File: src/hw/rtl/glr_pkg.sv
package glr_pkg;

  // request kinds
  typedef enum logic {
    OpLoad = 1'b0,
    OpStep = 1'b1
  } op_e;

  // color channels
  localparam int ChanBits = 8;
  localparam int NumChan  = 3;

  // packed color, index 2 red, 1 green, 0 blue
  typedef logic [NumChan-1:0][ChanBits-1:0] rgb_t;

  // progress scale and the divider that produces it
  localparam int PctScale    = 100;
  localparam int QuoBits     = 7;
  localparam int QuoStepBits = 3;

  // divide by 100 as multiply by 5243 and shift by 19, exact below 2**15
  localparam int ProdBits     = ChanBits + QuoBits;
  localparam int RecipBits    = 13;
  localparam int RecipHundred = 5243;
  localparam int RecipShift   = 19;
  localparam int ScaledBits   = ProdBits + RecipBits;

  // command queue between front and back
  localparam int QueueDepth   = 2;
  localparam int QueuePtrBits = 1;
  localparam int QueueCntBits = 2;

  // back end status seen by the top level
  typedef struct packed {
    logic busy;
    logic line_active;
  } back_status_t;

  // width of one queued command
  // op, 4 coords, 2 spans, 2 directions, error term, 2 colors
  function automatic int cmd_bits(int coord_bits);
    return 7 * coord_bits + 5 + 2 * NumChan * ChanBits;
  endfunction

endpackage

File: src/hw/rtl/glr_req_if.sv
interface glr_req_if #(
  parameter int COORD_BITS = 12
);
  logic                         valid;
  logic                         ready;
  logic                         operation;
  logic signed [COORD_BITS-1:0] start_x;
  logic signed [COORD_BITS-1:0] start_y;
  logic signed [COORD_BITS-1:0] end_x;
  logic signed [COORD_BITS-1:0] end_y;
  logic [7:0]                   start_red;
  logic [7:0]                   start_green;
  logic [7:0]                   start_blue;
  logic [7:0]                   end_red;
  logic [7:0]                   end_green;
  logic [7:0]                   end_blue;

  modport source (
    output valid, operation, start_x, start_y, end_x, end_y,
           start_red, start_green, start_blue, end_red, end_green, end_blue,
    input  ready
  );

  modport sink (
    input  valid, operation, start_x, start_y, end_x, end_y,
           start_red, start_green, start_blue, end_red, end_green, end_blue,
    output ready
  );
endinterface

File: src/hw/rtl/glr_pix_if.sv
interface glr_pix_if #(
  parameter int COORD_BITS = 12
);
  logic                         valid;
  logic                         ready;
  logic signed [COORD_BITS-1:0] pixel_x;
  logic signed [COORD_BITS-1:0] pixel_y;
  logic [23:0]                  pixel_color;
  logic                         last_pixel;

  modport source (
    output valid, pixel_x, pixel_y, pixel_color, last_pixel,
    input  ready
  );

  modport sink (
    input  valid, pixel_x, pixel_y, pixel_color, last_pixel,
    output ready
  );
endinterface

File: src/hw/rtl/glr_front.sv
module glr_front #(
  parameter int COORD_BITS = 12
) (
  glr_req_if.sink                                     req_i,
  output logic [glr_pkg::cmd_bits(COORD_BITS)-1:0]    cmd_o,
  output logic                                        cmd_valid_o,
  input  logic                                        cmd_ready_i
);
  import glr_pkg::*;

  localparam int DiffBits = COORD_BITS + 1;
  localparam int ErrBits  = COORD_BITS + 2;

  typedef struct packed {
    op_e                          op;
    logic signed [COORD_BITS-1:0] origin_x;
    logic signed [COORD_BITS-1:0] origin_y;
    logic signed [COORD_BITS-1:0] target_x;
    logic signed [COORD_BITS-1:0] target_y;
    logic [COORD_BITS-1:0]        span_x;
    logic [COORD_BITS-1:0]        span_y;
    logic                         x_down;
    logic                         y_down;
    logic signed [ErrBits-1:0]    err_init;
    rgb_t                         color_from;
    rgb_t                         color_to;
  } cmd_t;

  cmd_t                       cmd;
  logic signed [DiffBits-1:0] dx;
  logic signed [DiffBits-1:0] dy;
  logic [DiffBits-1:0]        adx;
  logic [DiffBits-1:0]        ady;

  // handshake passes straight to the queue
  assign req_i.ready = cmd_ready_i;
  assign cmd_valid_o = req_i.valid;
  assign cmd_o       = cmd;

  // absolute deltas of the line
  always_comb begin
    dx  = DiffBits'(req_i.end_x) - DiffBits'(req_i.start_x);
    dy  = DiffBits'(req_i.end_y) - DiffBits'(req_i.start_y);
    adx = dx[DiffBits-1] ? DiffBits'(-dx) : DiffBits'(dx);
    ady = dy[DiffBits-1] ? DiffBits'(-dy) : DiffBits'(dy);
  end

  // classify and prepare the line setup
  always_comb begin
    cmd.op         = op_e'(req_i.operation);
    cmd.origin_x   = req_i.start_x;
    cmd.origin_y   = req_i.start_y;
    cmd.target_x   = req_i.end_x;
    cmd.target_y   = req_i.end_y;
    cmd.span_x     = adx[COORD_BITS-1:0];
    cmd.span_y     = ady[COORD_BITS-1:0];
    cmd.x_down     = !(req_i.start_x < req_i.end_x);
    cmd.y_down     = !(req_i.start_y < req_i.end_y);
    if (cmd.span_x > cmd.span_y) begin
      cmd.err_init = $signed(ErrBits'(cmd.span_x >> 1));
    end else begin
      cmd.err_init = -$signed(ErrBits'(cmd.span_y >> 1));
    end
    cmd.color_from = {req_i.start_red, req_i.start_green, req_i.start_blue};
    cmd.color_to   = {req_i.end_red, req_i.end_green, req_i.end_blue};
  end

endmodule

File: src/hw/rtl/glr_fifo.sv
module glr_fifo #(
  parameter int DataWidth = 8
) (
  input  logic                              clk_i,
  input  logic                              rst_ni,
  input  logic [DataWidth-1:0]              in_data_i,
  input  logic                              in_valid_i,
  output logic                              in_ready_o,
  output logic [DataWidth-1:0]              out_data_o,
  output logic                              out_valid_o,
  input  logic                              out_ready_i,
  output logic [glr_pkg::QueueCntBits-1:0]  count_o
);
  import glr_pkg::*;

  logic [DataWidth-1:0]    mem_q [QueueDepth];
  logic [QueuePtrBits-1:0] wr_ptr_q;
  logic [QueuePtrBits-1:0] rd_ptr_q;
  logic [QueueCntBits-1:0] count_q;
  logic                    push;
  logic                    pop;

  assign in_ready_o  = (count_q != QueueCntBits'(QueueDepth));
  assign out_valid_o = (count_q != '0);
  assign out_data_o  = mem_q[rd_ptr_q];
  assign count_o     = count_q;
  assign push        = in_valid_i && in_ready_o;
  assign pop         = out_valid_o && out_ready_i;

  // pointers and fill level
  always_ff @(posedge clk_i or negedge rst_ni) begin
    if (!rst_ni) begin
      wr_ptr_q <= '0;
      rd_ptr_q <= '0;
      count_q  <= '0;
    end else begin
      if (push) begin
        wr_ptr_q <= wr_ptr_q + 1'b1;
      end
      if (pop) begin
        rd_ptr_q <= rd_ptr_q + 1'b1;
      end
      count_q <= count_q + QueueCntBits'(push) - QueueCntBits'(pop);
    end
  end

  // entry storage
  always_ff @(posedge clk_i) begin
    if (push) begin
      mem_q[wr_ptr_q] <= in_data_i;
    end
  end

endmodule

File: src/hw/rtl/glr_back.sv
module glr_back #(
  parameter int COORD_BITS = 12
) (
  input  logic                                        clk_i,
  input  logic                                        rst_ni,
  input  logic [glr_pkg::cmd_bits(COORD_BITS)-1:0]    cmd_i,
  input  logic                                        cmd_valid_i,
  output logic                                        cmd_ready_o,
  glr_pix_if.source                                   pix_o,
  output glr_pkg::back_status_t                       status_o
);
  import glr_pkg::*;

  localparam int DiffBits = COORD_BITS + 1;
  localparam int ErrBits  = COORD_BITS + 2;
  localparam int RemBits  = COORD_BITS + QuoBits;

  typedef struct packed {
    op_e                          op;
    logic signed [COORD_BITS-1:0] origin_x;
    logic signed [COORD_BITS-1:0] origin_y;
    logic signed [COORD_BITS-1:0] target_x;
    logic signed [COORD_BITS-1:0] target_y;
    logic [COORD_BITS-1:0]        span_x;
    logic [COORD_BITS-1:0]        span_y;
    logic                         x_down;
    logic                         y_down;
    logic signed [ErrBits-1:0]    err_init;
    rgb_t                         color_from;
    rgb_t                         color_to;
  } cmd_t;

  typedef enum logic [2:0] {
    StIdle,
    StPrep,
    StDiv,
    StMul,
    StScale,
    StEmit
  } state_e;

  cmd_t cmd;
  assign cmd = cmd_t'(cmd_i);

  // control and line state
  state_e                       state_q;
  logic                         active_q;
  logic signed [COORD_BITS-1:0] cur_x_q, cur_y_q;
  logic signed [COORD_BITS-1:0] tgt_x_q, tgt_y_q;
  logic signed [COORD_BITS-1:0] org_x_q, org_y_q;
  logic [COORD_BITS-1:0]        span_x_q, span_y_q;
  logic                         x_down_q, y_down_q;
  logic signed [ErrBits-1:0]    err_q;
  rgb_t                         from_q, to_q;

  // output register
  logic                         out_valid_q;
  logic signed [COORD_BITS-1:0] out_x_q, out_y_q;
  rgb_t                         out_color_q;
  logic                         out_last_q;

  // per pixel work registers
  logic signed [COORD_BITS-1:0] px_x_q, px_y_q;
  logic                         px_last_q;
  logic [COORD_BITS-1:0]        dist_q;
  logic [COORD_BITS-1:0]        span_div_q;
  logic                         zero_q;
  logic [RemBits-1:0]           rem_q;
  logic [QuoBits-1:0]           quo_q;
  logic [QuoStepBits-1:0]       step_q;
  logic [NumChan-1:0][ProdBits-1:0] prod_q;
  logic [NumChan-1:0][ChanBits-1:0] scl_q;

  // combinational helpers
  logic                         pop_load;
  logic                         pop_step;
  logic                         at_end;
  logic                         x_major;
  logic signed [DiffBits-1:0]   dcur;
  logic [DiffBits-1:0]          adcur;
  logic signed [ErrBits-1:0]    sx_e, sy_e;
  logic                         go_x, go_y;
  logic signed [ErrBits-1:0]    err_next;
  logic signed [COORD_BITS-1:0] inc_x, inc_y;
  logic [RemBits-1:0]           trial;
  logic                         ge;
  logic [QuoBits-1:0]           pct;
  logic [NumChan-1:0]           hi;
  logic [NumChan-1:0][ChanBits-1:0]   diff;
  logic [NumChan-1:0][ProdBits-1:0]   prod_d;
  logic [NumChan-1:0][ScaledBits-1:0] wide;
  rgb_t                         blend;

  assign cmd_ready_o = (state_q == StIdle);
  assign pop_load    = cmd_ready_o && cmd_valid_i && (cmd.op == OpLoad);
  assign pop_step    = cmd_ready_o && cmd_valid_i && (cmd.op == OpStep) && active_q;

  assign status_o.busy        = (state_q != StIdle);
  assign status_o.line_active = active_q;

  assign pix_o.valid       = out_valid_q;
  assign pix_o.pixel_x     = out_x_q;
  assign pix_o.pixel_y     = out_y_q;
  assign pix_o.pixel_color = out_color_q;
  assign pix_o.last_pixel  = out_last_q;

  // end test, distance along the major axis, next walk step
  always_comb begin
    at_end  = (cur_x_q == tgt_x_q) && (cur_y_q == tgt_y_q);
    x_major = (span_x_q >= span_y_q);
    if (x_major) begin
      dcur = DiffBits'(cur_x_q) - DiffBits'(org_x_q);
    end else begin
      dcur = DiffBits'(cur_y_q) - DiffBits'(org_y_q);
    end
    adcur    = dcur[DiffBits-1] ? DiffBits'(-dcur) : DiffBits'(dcur);
    sx_e     = $signed(ErrBits'(span_x_q));
    sy_e     = $signed(ErrBits'(span_y_q));
    go_x     = (err_q > -sx_e);
    go_y     = (err_q < sy_e);
    err_next = err_q - (go_x ? sy_e : ErrBits'(0)) + (go_y ? sx_e : ErrBits'(0));
    inc_x    = x_down_q ? -COORD_BITS'(1) : COORD_BITS'(1);
    inc_y    = y_down_q ? -COORD_BITS'(1) : COORD_BITS'(1);
  end

  // one restoring step of the progress divider
  always_comb begin
    trial = RemBits'(span_div_q) << step_q;
    ge    = (rem_q >= trial);
    pct   = zero_q ? '0 : quo_q;
  end

  // per channel color math
  always_comb begin
    for (int c = 0; c < NumChan; c++) begin
      hi[c]     = (from_q[c] > to_q[c]);
      diff[c]   = hi[c] ? (from_q[c] - to_q[c]) : (to_q[c] - from_q[c]);
      prod_d[c] = ProdBits'(diff[c]) * ProdBits'(pct);
      wide[c]   = ScaledBits'(prod_q[c]) * ScaledBits'(RecipHundred);
      blend[c]  = hi[c] ? (from_q[c] - scl_q[c]) : (from_q[c] + scl_q[c]);
    end
  end

  // sequencer, line state and output register
  always_ff @(posedge clk_i or negedge rst_ni) begin
    if (!rst_ni) begin
      state_q     <= StIdle;
      active_q    <= 1'b0;
      cur_x_q     <= '0;
      cur_y_q     <= '0;
      tgt_x_q     <= '0;
      tgt_y_q     <= '0;
      org_x_q     <= '0;
      org_y_q     <= '0;
      span_x_q    <= '0;
      span_y_q    <= '0;
      x_down_q    <= 1'b0;
      y_down_q    <= 1'b0;
      err_q       <= '0;
      from_q      <= '0;
      to_q        <= '0;
      out_valid_q <= 1'b0;
      out_x_q     <= '0;
      out_y_q     <= '0;
      out_color_q <= '0;
      out_last_q  <= 1'b0;
    end else begin
      // taken pixel leaves the output register unless a new one replaces it
      if (out_valid_q && pix_o.ready && (state_q != StEmit)) begin
        out_valid_q <= 1'b0;
      end
      unique case (state_q)
        StIdle: begin
          if (pop_load) begin
            org_x_q  <= cmd.origin_x;
            org_y_q  <= cmd.origin_y;
            cur_x_q  <= cmd.origin_x;
            cur_y_q  <= cmd.origin_y;
            tgt_x_q  <= cmd.target_x;
            tgt_y_q  <= cmd.target_y;
            span_x_q <= cmd.span_x;
            span_y_q <= cmd.span_y;
            x_down_q <= cmd.x_down;
            y_down_q <= cmd.y_down;
            err_q    <= cmd.err_init;
            from_q   <= cmd.color_from;
            to_q     <= cmd.color_to;
            active_q <= 1'b1;
          end else if (pop_step) begin
            state_q <= StPrep;
            if (at_end) begin
              active_q <= 1'b0;
            end else begin
              err_q <= err_next;
              if (go_x) begin
                cur_x_q <= cur_x_q + inc_x;
              end
              if (go_y) begin
                cur_y_q <= cur_y_q + inc_y;
              end
            end
          end
        end
        StPrep: begin
          state_q <= StDiv;
        end
        StDiv: begin
          if (step_q == '0) begin
            state_q <= StMul;
          end
        end
        StMul: begin
          state_q <= StScale;
        end
        StScale: begin
          state_q <= StEmit;
        end
        StEmit: begin
          if (!out_valid_q || pix_o.ready) begin
            out_valid_q <= 1'b1;
            out_x_q     <= px_x_q;
            out_y_q     <= px_y_q;
            out_color_q <= blend;
            out_last_q  <= px_last_q;
            state_q     <= StIdle;
          end
        end
        default: begin
          state_q <= StIdle;
        end
      endcase
    end
  end

  // pixel capture, divider and color pipeline registers
  always_ff @(posedge clk_i) begin
    if (pop_step) begin
      px_x_q     <= cur_x_q;
      px_y_q     <= cur_y_q;
      px_last_q  <= at_end;
      dist_q     <= adcur[COORD_BITS-1:0];
      span_div_q <= x_major ? span_x_q : span_y_q;
      zero_q     <= x_major && (span_x_q == '0);
    end
    if (state_q == StPrep) begin
      rem_q  <= RemBits'(dist_q) * RemBits'(PctScale);
      quo_q  <= '0;
      step_q <= QuoStepBits'(QuoBits - 1);
    end
    if (state_q == StDiv) begin
      if (ge) begin
        rem_q <= rem_q - trial;
      end
      quo_q  <= {quo_q[QuoBits-2:0], ge};
      step_q <= step_q - 1'b1;
    end
    if (state_q == StMul) begin
      prod_q <= prod_d;
    end
    if (state_q == StScale) begin
      for (int c = 0; c < NumChan; c++) begin
        scl_q[c] <= wide[c][RecipShift +: ChanBits];
      end
    end
  end

endmodule

File: src/hw/rtl/gradient_line_rasterizer.sv
// Gradient line rasterizer: Bresenham walk with per channel color blend.
// Input channel req_i carries requests. operation 0 loads a line (two
// endpoints and two colors) and gives no output; operation 1 asks for the
// next pixel and gives one item on pix_o, with last_pixel set on the end
// point. A step request with no line loaded gives nothing.
// Requests enter a two-entry queue, so up to two are taken while the back
// end is busy or a finished pixel waits on pix_o.
// A load only updates the line state and leaves the back end idle. A
// pixel passes from leaving the queue to sitting in the output register
// through the pop, a setup state, seven steps of the progress divider
// (one quotient bit per cycle), two color multiply stages and the output
// state. The serial divider for progress limits the rate: the back end
// takes no new request until the current pixel is in the output register.
// When pix_o is stalled the pixel holds in the output register, the back
// end waits after finishing the next one, and req_i stalls once the queue
// is full. Reset clears the queue, the output register and the line, so
// steps after reset give nothing until a load.
module gradient_line_rasterizer #(
  parameter int COORD_BITS = 12
) (
  input  logic      clk_i,
  input  logic      rst_ni,
  glr_req_if.sink   req_i,
  glr_pix_if.source pix_o
);
  import glr_pkg::*;

  localparam int CmdBits = cmd_bits(COORD_BITS);

  logic [CmdBits-1:0]      front_cmd;
  logic                    front_valid;
  logic                    front_ready;
  logic [CmdBits-1:0]      back_cmd;
  logic                    back_valid;
  logic                    back_ready;
  logic [QueueCntBits-1:0] q_count;
  back_status_t            status;

  // request classification
  glr_front #(
    .COORD_BITS (COORD_BITS)
  ) u_front (
    .req_i       (req_i),
    .cmd_o       (front_cmd),
    .cmd_valid_o (front_valid),
    .cmd_ready_i (front_ready)
  );

  // command queue
  glr_fifo #(
    .DataWidth (CmdBits)
  ) u_fifo (
    .clk_i       (clk_i),
    .rst_ni      (rst_ni),
    .in_data_i   (front_cmd),
    .in_valid_i  (front_valid),
    .in_ready_o  (front_ready),
    .out_data_o  (back_cmd),
    .out_valid_o (back_valid),
    .out_ready_i (back_ready),
    .count_o     (q_count)
  );

  // line walk and color blend
  glr_back #(
    .COORD_BITS (COORD_BITS)
  ) u_back (
    .clk_i       (clk_i),
    .rst_ni      (rst_ni),
    .cmd_i       (back_cmd),
    .cmd_valid_i (back_valid),
    .cmd_ready_o (back_ready),
    .pix_o       (pix_o),
    .status_o    (status)
  );

  // queue never holds more than its depth
  a_queue_bound: assert property (@(posedge clk_i) disable iff (!rst_ni)
    q_count <= QueueCntBits'(QueueDepth))
    else $error("command queue overfilled");

  // empty queue offers nothing to the back end
  a_queue_empty: assert property (@(posedge clk_i) disable iff (!rst_ni)
    (q_count == '0) |-> !back_valid)
    else $error("queue valid while empty");

  // the line ends only with its last pixel in flight
  a_last_busy: assert property (@(posedge clk_i) disable iff (!rst_ni)
    $fell(status.line_active) |-> status.busy)
    else $error("line closed without a pixel in work");

  // a new pixel appears only out of the back end's work
  a_emit_src: assert property (@(posedge clk_i) disable iff (!rst_ni)
    $rose(pix_o.valid) |-> $past(status.busy))
    else $error("pixel output without back end work");

endmodule
File: src/flat_wrapper.sv
// flat-port wrapper written by rule: the top's interface ports become plain ports
module gradient_line_rasterizer_flat import glr_pkg::*;
#(
  parameter int COORD_BITS = 12
)
  (clk_i, rst_ni, req_i_valid, req_i_operation, req_i_start_x, req_i_start_y, req_i_end_x, req_i_end_y, req_i_start_red, req_i_start_green, req_i_start_blue, req_i_end_red, req_i_end_green, req_i_end_blue, req_i_ready, pix_o_valid, pix_o_pixel_x, pix_o_pixel_y, pix_o_pixel_color, pix_o_last_pixel, pix_o_ready);
  glr_req_if #(.COORD_BITS(COORD_BITS)) req_i_i ();
  glr_pix_if #(.COORD_BITS(COORD_BITS)) pix_o_i ();
  input  logic clk_i;
  input  logic rst_ni;
  input wire logic [$bits(req_i_i.valid)-1:0] req_i_valid;
  input wire logic [$bits(req_i_i.operation)-1:0] req_i_operation;
  input wire logic [$bits(req_i_i.start_x)-1:0] req_i_start_x;
  input wire logic [$bits(req_i_i.start_y)-1:0] req_i_start_y;
  input wire logic [$bits(req_i_i.end_x)-1:0] req_i_end_x;
  input wire logic [$bits(req_i_i.end_y)-1:0] req_i_end_y;
  input wire logic [$bits(req_i_i.start_red)-1:0] req_i_start_red;
  input wire logic [$bits(req_i_i.start_green)-1:0] req_i_start_green;
  input wire logic [$bits(req_i_i.start_blue)-1:0] req_i_start_blue;
  input wire logic [$bits(req_i_i.end_red)-1:0] req_i_end_red;
  input wire logic [$bits(req_i_i.end_green)-1:0] req_i_end_green;
  input wire logic [$bits(req_i_i.end_blue)-1:0] req_i_end_blue;
  output wire logic [$bits(req_i_i.ready)-1:0] req_i_ready;
  output wire logic [$bits(pix_o_i.valid)-1:0] pix_o_valid;
  output wire logic [$bits(pix_o_i.pixel_x)-1:0] pix_o_pixel_x;
  output wire logic [$bits(pix_o_i.pixel_y)-1:0] pix_o_pixel_y;
  output wire logic [$bits(pix_o_i.pixel_color)-1:0] pix_o_pixel_color;
  output wire logic [$bits(pix_o_i.last_pixel)-1:0] pix_o_last_pixel;
  input wire logic [$bits(pix_o_i.ready)-1:0] pix_o_ready;
  assign req_i_i.valid = req_i_valid;
  assign req_i_i.operation = req_i_operation;
  assign req_i_i.start_x = req_i_start_x;
  assign req_i_i.start_y = req_i_start_y;
  assign req_i_i.end_x = req_i_end_x;
  assign req_i_i.end_y = req_i_end_y;
  assign req_i_i.start_red = req_i_start_red;
  assign req_i_i.start_green = req_i_start_green;
  assign req_i_i.start_blue = req_i_start_blue;
  assign req_i_i.end_red = req_i_end_red;
  assign req_i_i.end_green = req_i_end_green;
  assign req_i_i.end_blue = req_i_end_blue;
  assign req_i_ready = req_i_i.ready;
  assign pix_o_valid = pix_o_i.valid;
  assign pix_o_pixel_x = pix_o_i.pixel_x;
  assign pix_o_pixel_y = pix_o_i.pixel_y;
  assign pix_o_pixel_color = pix_o_i.pixel_color;
  assign pix_o_last_pixel = pix_o_i.last_pixel;
  assign pix_o_i.ready = pix_o_ready;
  gradient_line_rasterizer #(.COORD_BITS(COORD_BITS)) u_core (.clk_i(clk_i), .rst_ni(rst_ni), .req_i(req_i_i), .pix_o(pix_o_i));
endmodule
File: config.mk
export PLATFORM = sky130hd
export DESIGN_NAME = gradient_line_rasterizer_flat
export DESIGN_NICKNAME = d
export VERILOG_FILES = /design/src/hw/rtl/glr_pkg.sv /design/src/hw/rtl/glr_req_if.sv /design/src/hw/rtl/glr_pix_if.sv /design/src/hw/rtl/glr_front.sv /design/src/hw/rtl/glr_fifo.sv /design/src/hw/rtl/glr_back.sv /design/src/hw/rtl/gradient_line_rasterizer.sv /design/src/flat_wrapper.sv
export SDC_FILE = /design/constraint.sdc
export NUM_CORES = 2
export LEC_CHECK = 0
export ABC_AREA = 1
export BUFFER_PORTS_ARGS = -buffer_cell sky130_fd_sc_hd__buf_2
export CAP_MARGIN = 20
export CORE_UTILIZATION = 35
export DETAILED_ROUTE_END_ITERATION = 7
export HOLD_SLACK_MARGIN = 0.05
export PLACE_DENSITY = 0.57
export SLEW_MARGIN = 20
export SYNTH_ARGS = -nofsm -noshare
export SYNTH_HDL_FRONTEND = slang
export SYNTH_SLANG_ARGS = --single-unit
File: constraint.sdc
create_clock -name clk_i -period 18.9 [get_ports clk_i]
set_clock_uncertainty 0.1 [all_clocks]
set_input_delay 4.725 -clock clk_i [delete_from_list [all_inputs] [get_ports clk_i]]
set_output_delay 4.725 -clock clk_i [all_outputs]
set_load 0.02 [all_outputs]
* Word level (Yosys, flattened, before mapping)
Memories as Yosys holds them, arrays and structs flattened. Cells that the tools add are included.
Word-level totals: flip-flop bits (word level) 366, bits in writable memories 274, memories 1
Memory list:
- u_core.u_fifo.mem_q | words 2, bits a word 137, rd ports 1, clocked after Yosys merged registers in 0, write ports 1, line glr_fifo.sv:16 | logic [DataWidth-1:0] mem_q [QueueDepth];
Cells by class: $add $sub $neg 31, multipliers 7, $lt $le $gt $ge 10, equality and inequality tests 14, shift operators 1, muxes and demuxes 48, bitwise gates (word level) 1, reductions and logical operators 29
Operator list (number):
- 2-to-1 mux 12 bit | 16
- multiplier 15 x 13 -> 27 bit, second input constant | 3
- subtractor 8 bit | 9
- 2-to-1 mux 19 bit | 3
- 2-to-1 mux 14 bit | 4
- subtractor 12 x 12 -> 13 bit | 4
- 2-to-1 mux 8 bit | 6
- multiplier 8 x 7 -> 15 bit | 3
- negation 12 bit | 3
- adder 12 bit | 2
- adder 8 bit | 3
- equality test 12 bit | 2
- > comparator 8 bit | 3
- < comparator 12 bit | 2
- 2-to-1 mux 7 bit | 3
- greater-or-equal comparator 19 bit | 1
- left shift 12 x 3 -> 19 bit | 1
- subtractor 19 bit | 1
- 2-to-1 mux 3 bit | 6
- one-hot mux 3 bit (6 select lines) | 1
- multiplier 12 x 5 -> 17 bit, second input constant | 1
- adder 14 x 13 -> 14 bit | 1
- > comparator 14 bit | 1
- < comparator 14 x 13 -> 1 bit | 1
- other kinds (26) | 61

* Logic depth before layout (Yosys ltp)
depth after elaboration 8, depth in mapped cells 34, gate-level depth less buffers 34

* Modules after synthesis
A second synthesis with hierarchy kept.
Unflattened totals: cells, all modules 6437, area total of the unflattened synthesis 54927.7 um^2
By module, submodules not included:
- glr_back | instances 1, cells each 4995, area an instance 40722.8 um^2
- glr_fifo | instances 1, cells each 747, area an instance 10251.1 um^2
- glr_front | instances 1, cells each 695, area an instance 3953.8 um^2

* Worst setup path before layout
Ideal clock, no wire load.
path kind input to register, from input req_i_valid, to memory u_core.u_fifo.mem_q[1][0] (netlist bit) (enable), data arrival time 10.538 ns, required time 18.163 ns, setup slack 7.625 ns, cell stages on the path 2, path through nand2_1 nor2_1
On the way: word-level cells in the longest chain between the ends 3
RTL lines:
- start: declaration | line flat_wrapper.sv:11 | input wire logic [$bits(req_i_i.valid)-1:0] req_i_valid;
- logical AND 1 bit | line glr_fifo.sv:27 | assign push = in_valid_i && in_ready_o;
- 2-to-1 mux 1 bit | line glr_fifo.sv:49 | if (push) begin
- 2-to-1 mux 1 bit (implied by the code) | line glr_fifo.sv:50 | mem_q[wr_ptr_q] <= in_data_i;
- end: declaration | line glr_fifo.sv:16
Every way passes these cells.

* Final worst setup path
from input req_i_end_x[0], to memory u_core.u_fifo.mem_q[1][51] (netlist bit) (data pin)
On the way: word-level cells in the longest chain between the ends 5
RTL lines:
- start: declaration | line flat_wrapper.sv:15 | input wire logic [$bits(req_i_i.end_x)-1:0] req_i_end_x;
- subtractor 12 x 12 -> 13 bit (*) | line glr_front.sv:42 | dx = DiffBits'(req_i.end_x) - DiffBits'(req_i.start_x);
- negation 12 bit | line glr_front.sv:44 | adx = dx[DiffBits-1] ? DiffBits'(-dx) : DiffBits'(dx);
- 2-to-1 mux 12 bit (*) | line glr_front.sv:44
- net u_core.front_cmd[87] | line gradient_line_rasterizer.sv:30 | logic [CmdBits-1:0] front_cmd;
- > comparator 12 bit (*) | line glr_front.sv:59 | if (cmd.span_x > cmd.span_y) begin
- 2-to-1 mux 14 bit (*) | line glr_front.sv:59
- net u_core.front_cmd[51] | line gradient_line_rasterizer.sv:30
Mark *: on every way through the listed nets, which the timed path passes. The rest lies on a longest branch.

==> summary.md <==
| Metric | Value |
|---|---|
| Yosys Warn Count | `0` |
| Worst-Skew Late Latency | `0.73 ns` |
| Fmax | `121.3 MHz` |
| Reg2reg end | `u_core.u_back.prod_q[29]` |
| Num CTS Buffers | `77` |
| Critical path capture point type | `register` |
| Critical setup path kind | `input port to register` |
| Largest stage delay on the critical path | `0.40 ns` |
| First-pass GRT wire length | `218.2 mm` |
| RR Startpoint | `u_core.u_back.from_q[11]` |
| Vias/cell | `4.871` |
| GR Util All Layers | `0.1857` |
| R2r setup slk | `11.65 ns` |
| Cell depth of the worst min-delay path | `2` |
| Mapped Area | `0.05221 mm2` |
| Die Span X | `388.2 um` |
| Buf/Inv on CP | `6` |
| Final Critical Period | `8.243 ns` |
| Final RePlAce weighted congestion | `0.8595` |
| Hold Buf Count CTS | `0` |
| Area Growth Syn to Fin | `10.85%` |
| CP Data Arrival Time | `8.58 ns` |
| Top cell type's share of synthesized area | `0.2318` |
| Slew @ Worst Pin | `1.029 ns` |
| DRC violations left | `0` |
| Buffers on Ports | `151` |
| Seq/Total Area, Yosys | `0.3436` |
| Initial Util | `0.3531` |
| Initial antenna violation count | `20` |
| CTS H-tree depth | `3` |
| Worst R2R Path Depth | `27` |
| Post-CTS Setup Bufs | `0` |
| RSZ-0062 raised after global routing | `no` |
| Cts repair resizes | `0` |
| Finished Core Util | `0.3915` |
| Outcome | `finished clean` |
| Num ports | `152` |
| Type of the most critical hold path | `register to register` |
| Clk sinks | `640` |
| CTS tree | `built` |
| Core area | `0.1478 mm2` |
| Count leader, synth | `nand2_1` |
| Setup tns final | `0 ns` |
| Dpl hpwl | `109.0 mm` |
| Post-Syn Nets | `6,960` |
| Place WS | `~9.9 ns` |
| Synth area leader | `edfxtp_1` |
| Final Max Slew Viols | `0` |
| Max-cap violations | `0` |
| Rows | `141` |
| Tcrit/Tclk final | `0.4361` |
| Post-synth ARST share | `0.3406` |
| Fraction of layout instances using a drive strength above 1 | `0.06462` |
| Clock transition at the registers of the reported paths | `roughly 0.06 ns` |
| Crit-path most repeated cell | `nand2_1` |
| DR pass1 iterations | `6` |
| CP delay by family, top | `simple AND/OR/NAND/NOR gates` |
| Max Buffers Root-to-Sink | `3` |
| Gr ovfl total | `0` |
| Worst Path Max Fanout | `14` |
| Die Footprint | `0.1507 mm2` |
| Hold Violations, Final | `0` |
| Vias in the first global route | `38,650` |
| Clock root cell | `clkbuf_16` |
| Synth Area per Inst | `just under 9 um2` |
| FF+latch count, synth | `640` |
| Die H | `388.2 um` |
| Syn Inst Count | `5,868` |
| Endpoints failing setup | `0` |
| Vias after detailed routing | `around 40,000` |
| Slack of the critical path | `10.66 ns` |
| Setup crit start kind | `input port` |
| Slowest cell on crit path | `fa_1` |
| Hold_sp | `u_core.u_back.px_x_q[0]` |
| Fin cells | `around 8,000` |
| Area contributors post-synth | `edfxtp_1, ha_1, fa_1, dfrtp_1, nand2_1` |
| Antenna viol nets, final | `0` |
| Largest net degree at the start of global routing | `139` |
| Critical Path RT | `19.24 ns` |
| Drt initial violations | `2,241` |
| Most used DFF post-synth | `edfxtp_1` |
| WL/cell | `17.42 um` |
| Post-layout nets | `7,093` |
| Number of synthesized flops with an enable pin | `just over 400` |
| Routed wire length | `139.3 mm` |
| Post-synth top cells | `nand2_1, inv_1, ha_1` |
| Placed Instances | `7,852` |
| Hold EP | `u_core.u_back.pix_o.pixel_x[0]` |
| Cell variety after synth | `62` |
| Relative slew slack | `0.3140` |
[cell type report]
| type | instances | area (um2) |
|---|---|---|
| fill | 14930 | 89960 |
| multi-input combinational | 4079 | 29920 |
| sequential | 640 | 17940 |
| inverter | 1030 | 3876 |
| tap | 1930 | 2415 |
| clock buffer | 109 | 2201 |
| timing repair buffer | 173 | 955.9 |
| clock inverter | 35 | 556.8 |
| antenna | 4 | 10.01 |
[metal layers]
metal	track usage	wire, um	vias up
li1	-	-	19330
met1	0.2454	63310	18620
met2	0.3010	63530	817
met3	0.04771	8944	184
met4	0.04743	3384	26
met5	0	172	-
[worst max path at each step]
stage | start | to | depth (start not counted) | slack, ns
after floorplan | req_i_valid | u_core.u_fifo.mem_q[1][0] | 2 | 7.63
after global placement | req_i_end_x[0] | u_core.u_fifo.mem_q[0][51] | 29 | 9.87
after detailed placement | req_i_end_y[0] | u_core.u_fifo.mem_q[0][51] | 30 | 9.89
after CTS | req_i_end_y[0] | u_core.u_fifo.mem_q[1][51] | 30 | 10.65
after global routing | req_i_end_x[0] | u_core.u_fifo.mem_q[1][51] | 29 | 10.20
final | req_i_end_x[0] | u_core.u_fifo.mem_q[1][51] | 29 | 10.66
[worst register-to-register path: cells and delay by family, from the launching register on]
family / cells / cell delay, ns
buf+inv: 5 / 0.68
simple gates: 6 / 1.15
compound gates: 9 / 1.56
flops: 1 / 0.49
fa+ha+maj: 6 / 2.95
xor+xnor: 1 / 0.08
[stage by stage]
stage	instance area, um2	hold WS, ns
global placement	55110	0.3354
finish	57880	0.3459
global route	57880	0.3745
CTS	57870	0.3509
floorplan	52210	0.3257
detailed placement	55110	0.3370
[cells by family after synthesis]
group	synth area share
AND/OR/NAND/NOR	0.1633
buffers and inverters	0.08429
adder cells (fa/ha/maj)	0.2844
AO/OA/AOI/OAI	0.08412
flip-flops	0.3436
XOR/XNOR	0.03906
multiplexers	0.001342
[state kept, by name, indices dropped and copies added, names as in the netlist, 14 cells and up]
register and count:
u_core.u_back.err_q 14, u_core.u_back.from_q 24, u_core.u_back.pix_o.pixel_color 24, u_core.u_back.prod_q 45, u_core.u_back.rem_q 19, u_core.u_back.scl_q 24, u_core.u_back.to_q 24, u_core.u_fifo.mem_q 274
[layout by cell type, fill, tap and decap left out, types with 167 or more instances in the layout]
master and n:
nand2_1 1257, inv_1 1010, ha_1 665, nor2_1 464, edfxtp_1 403, fa_1 326
a21oi_1 266, o21ai_0 253, dfrtp_1 217, nand3_1 167
Power is not shown: default switching activity piles up to over one toggle a cycle in this logic, so the estimate is an artifact.
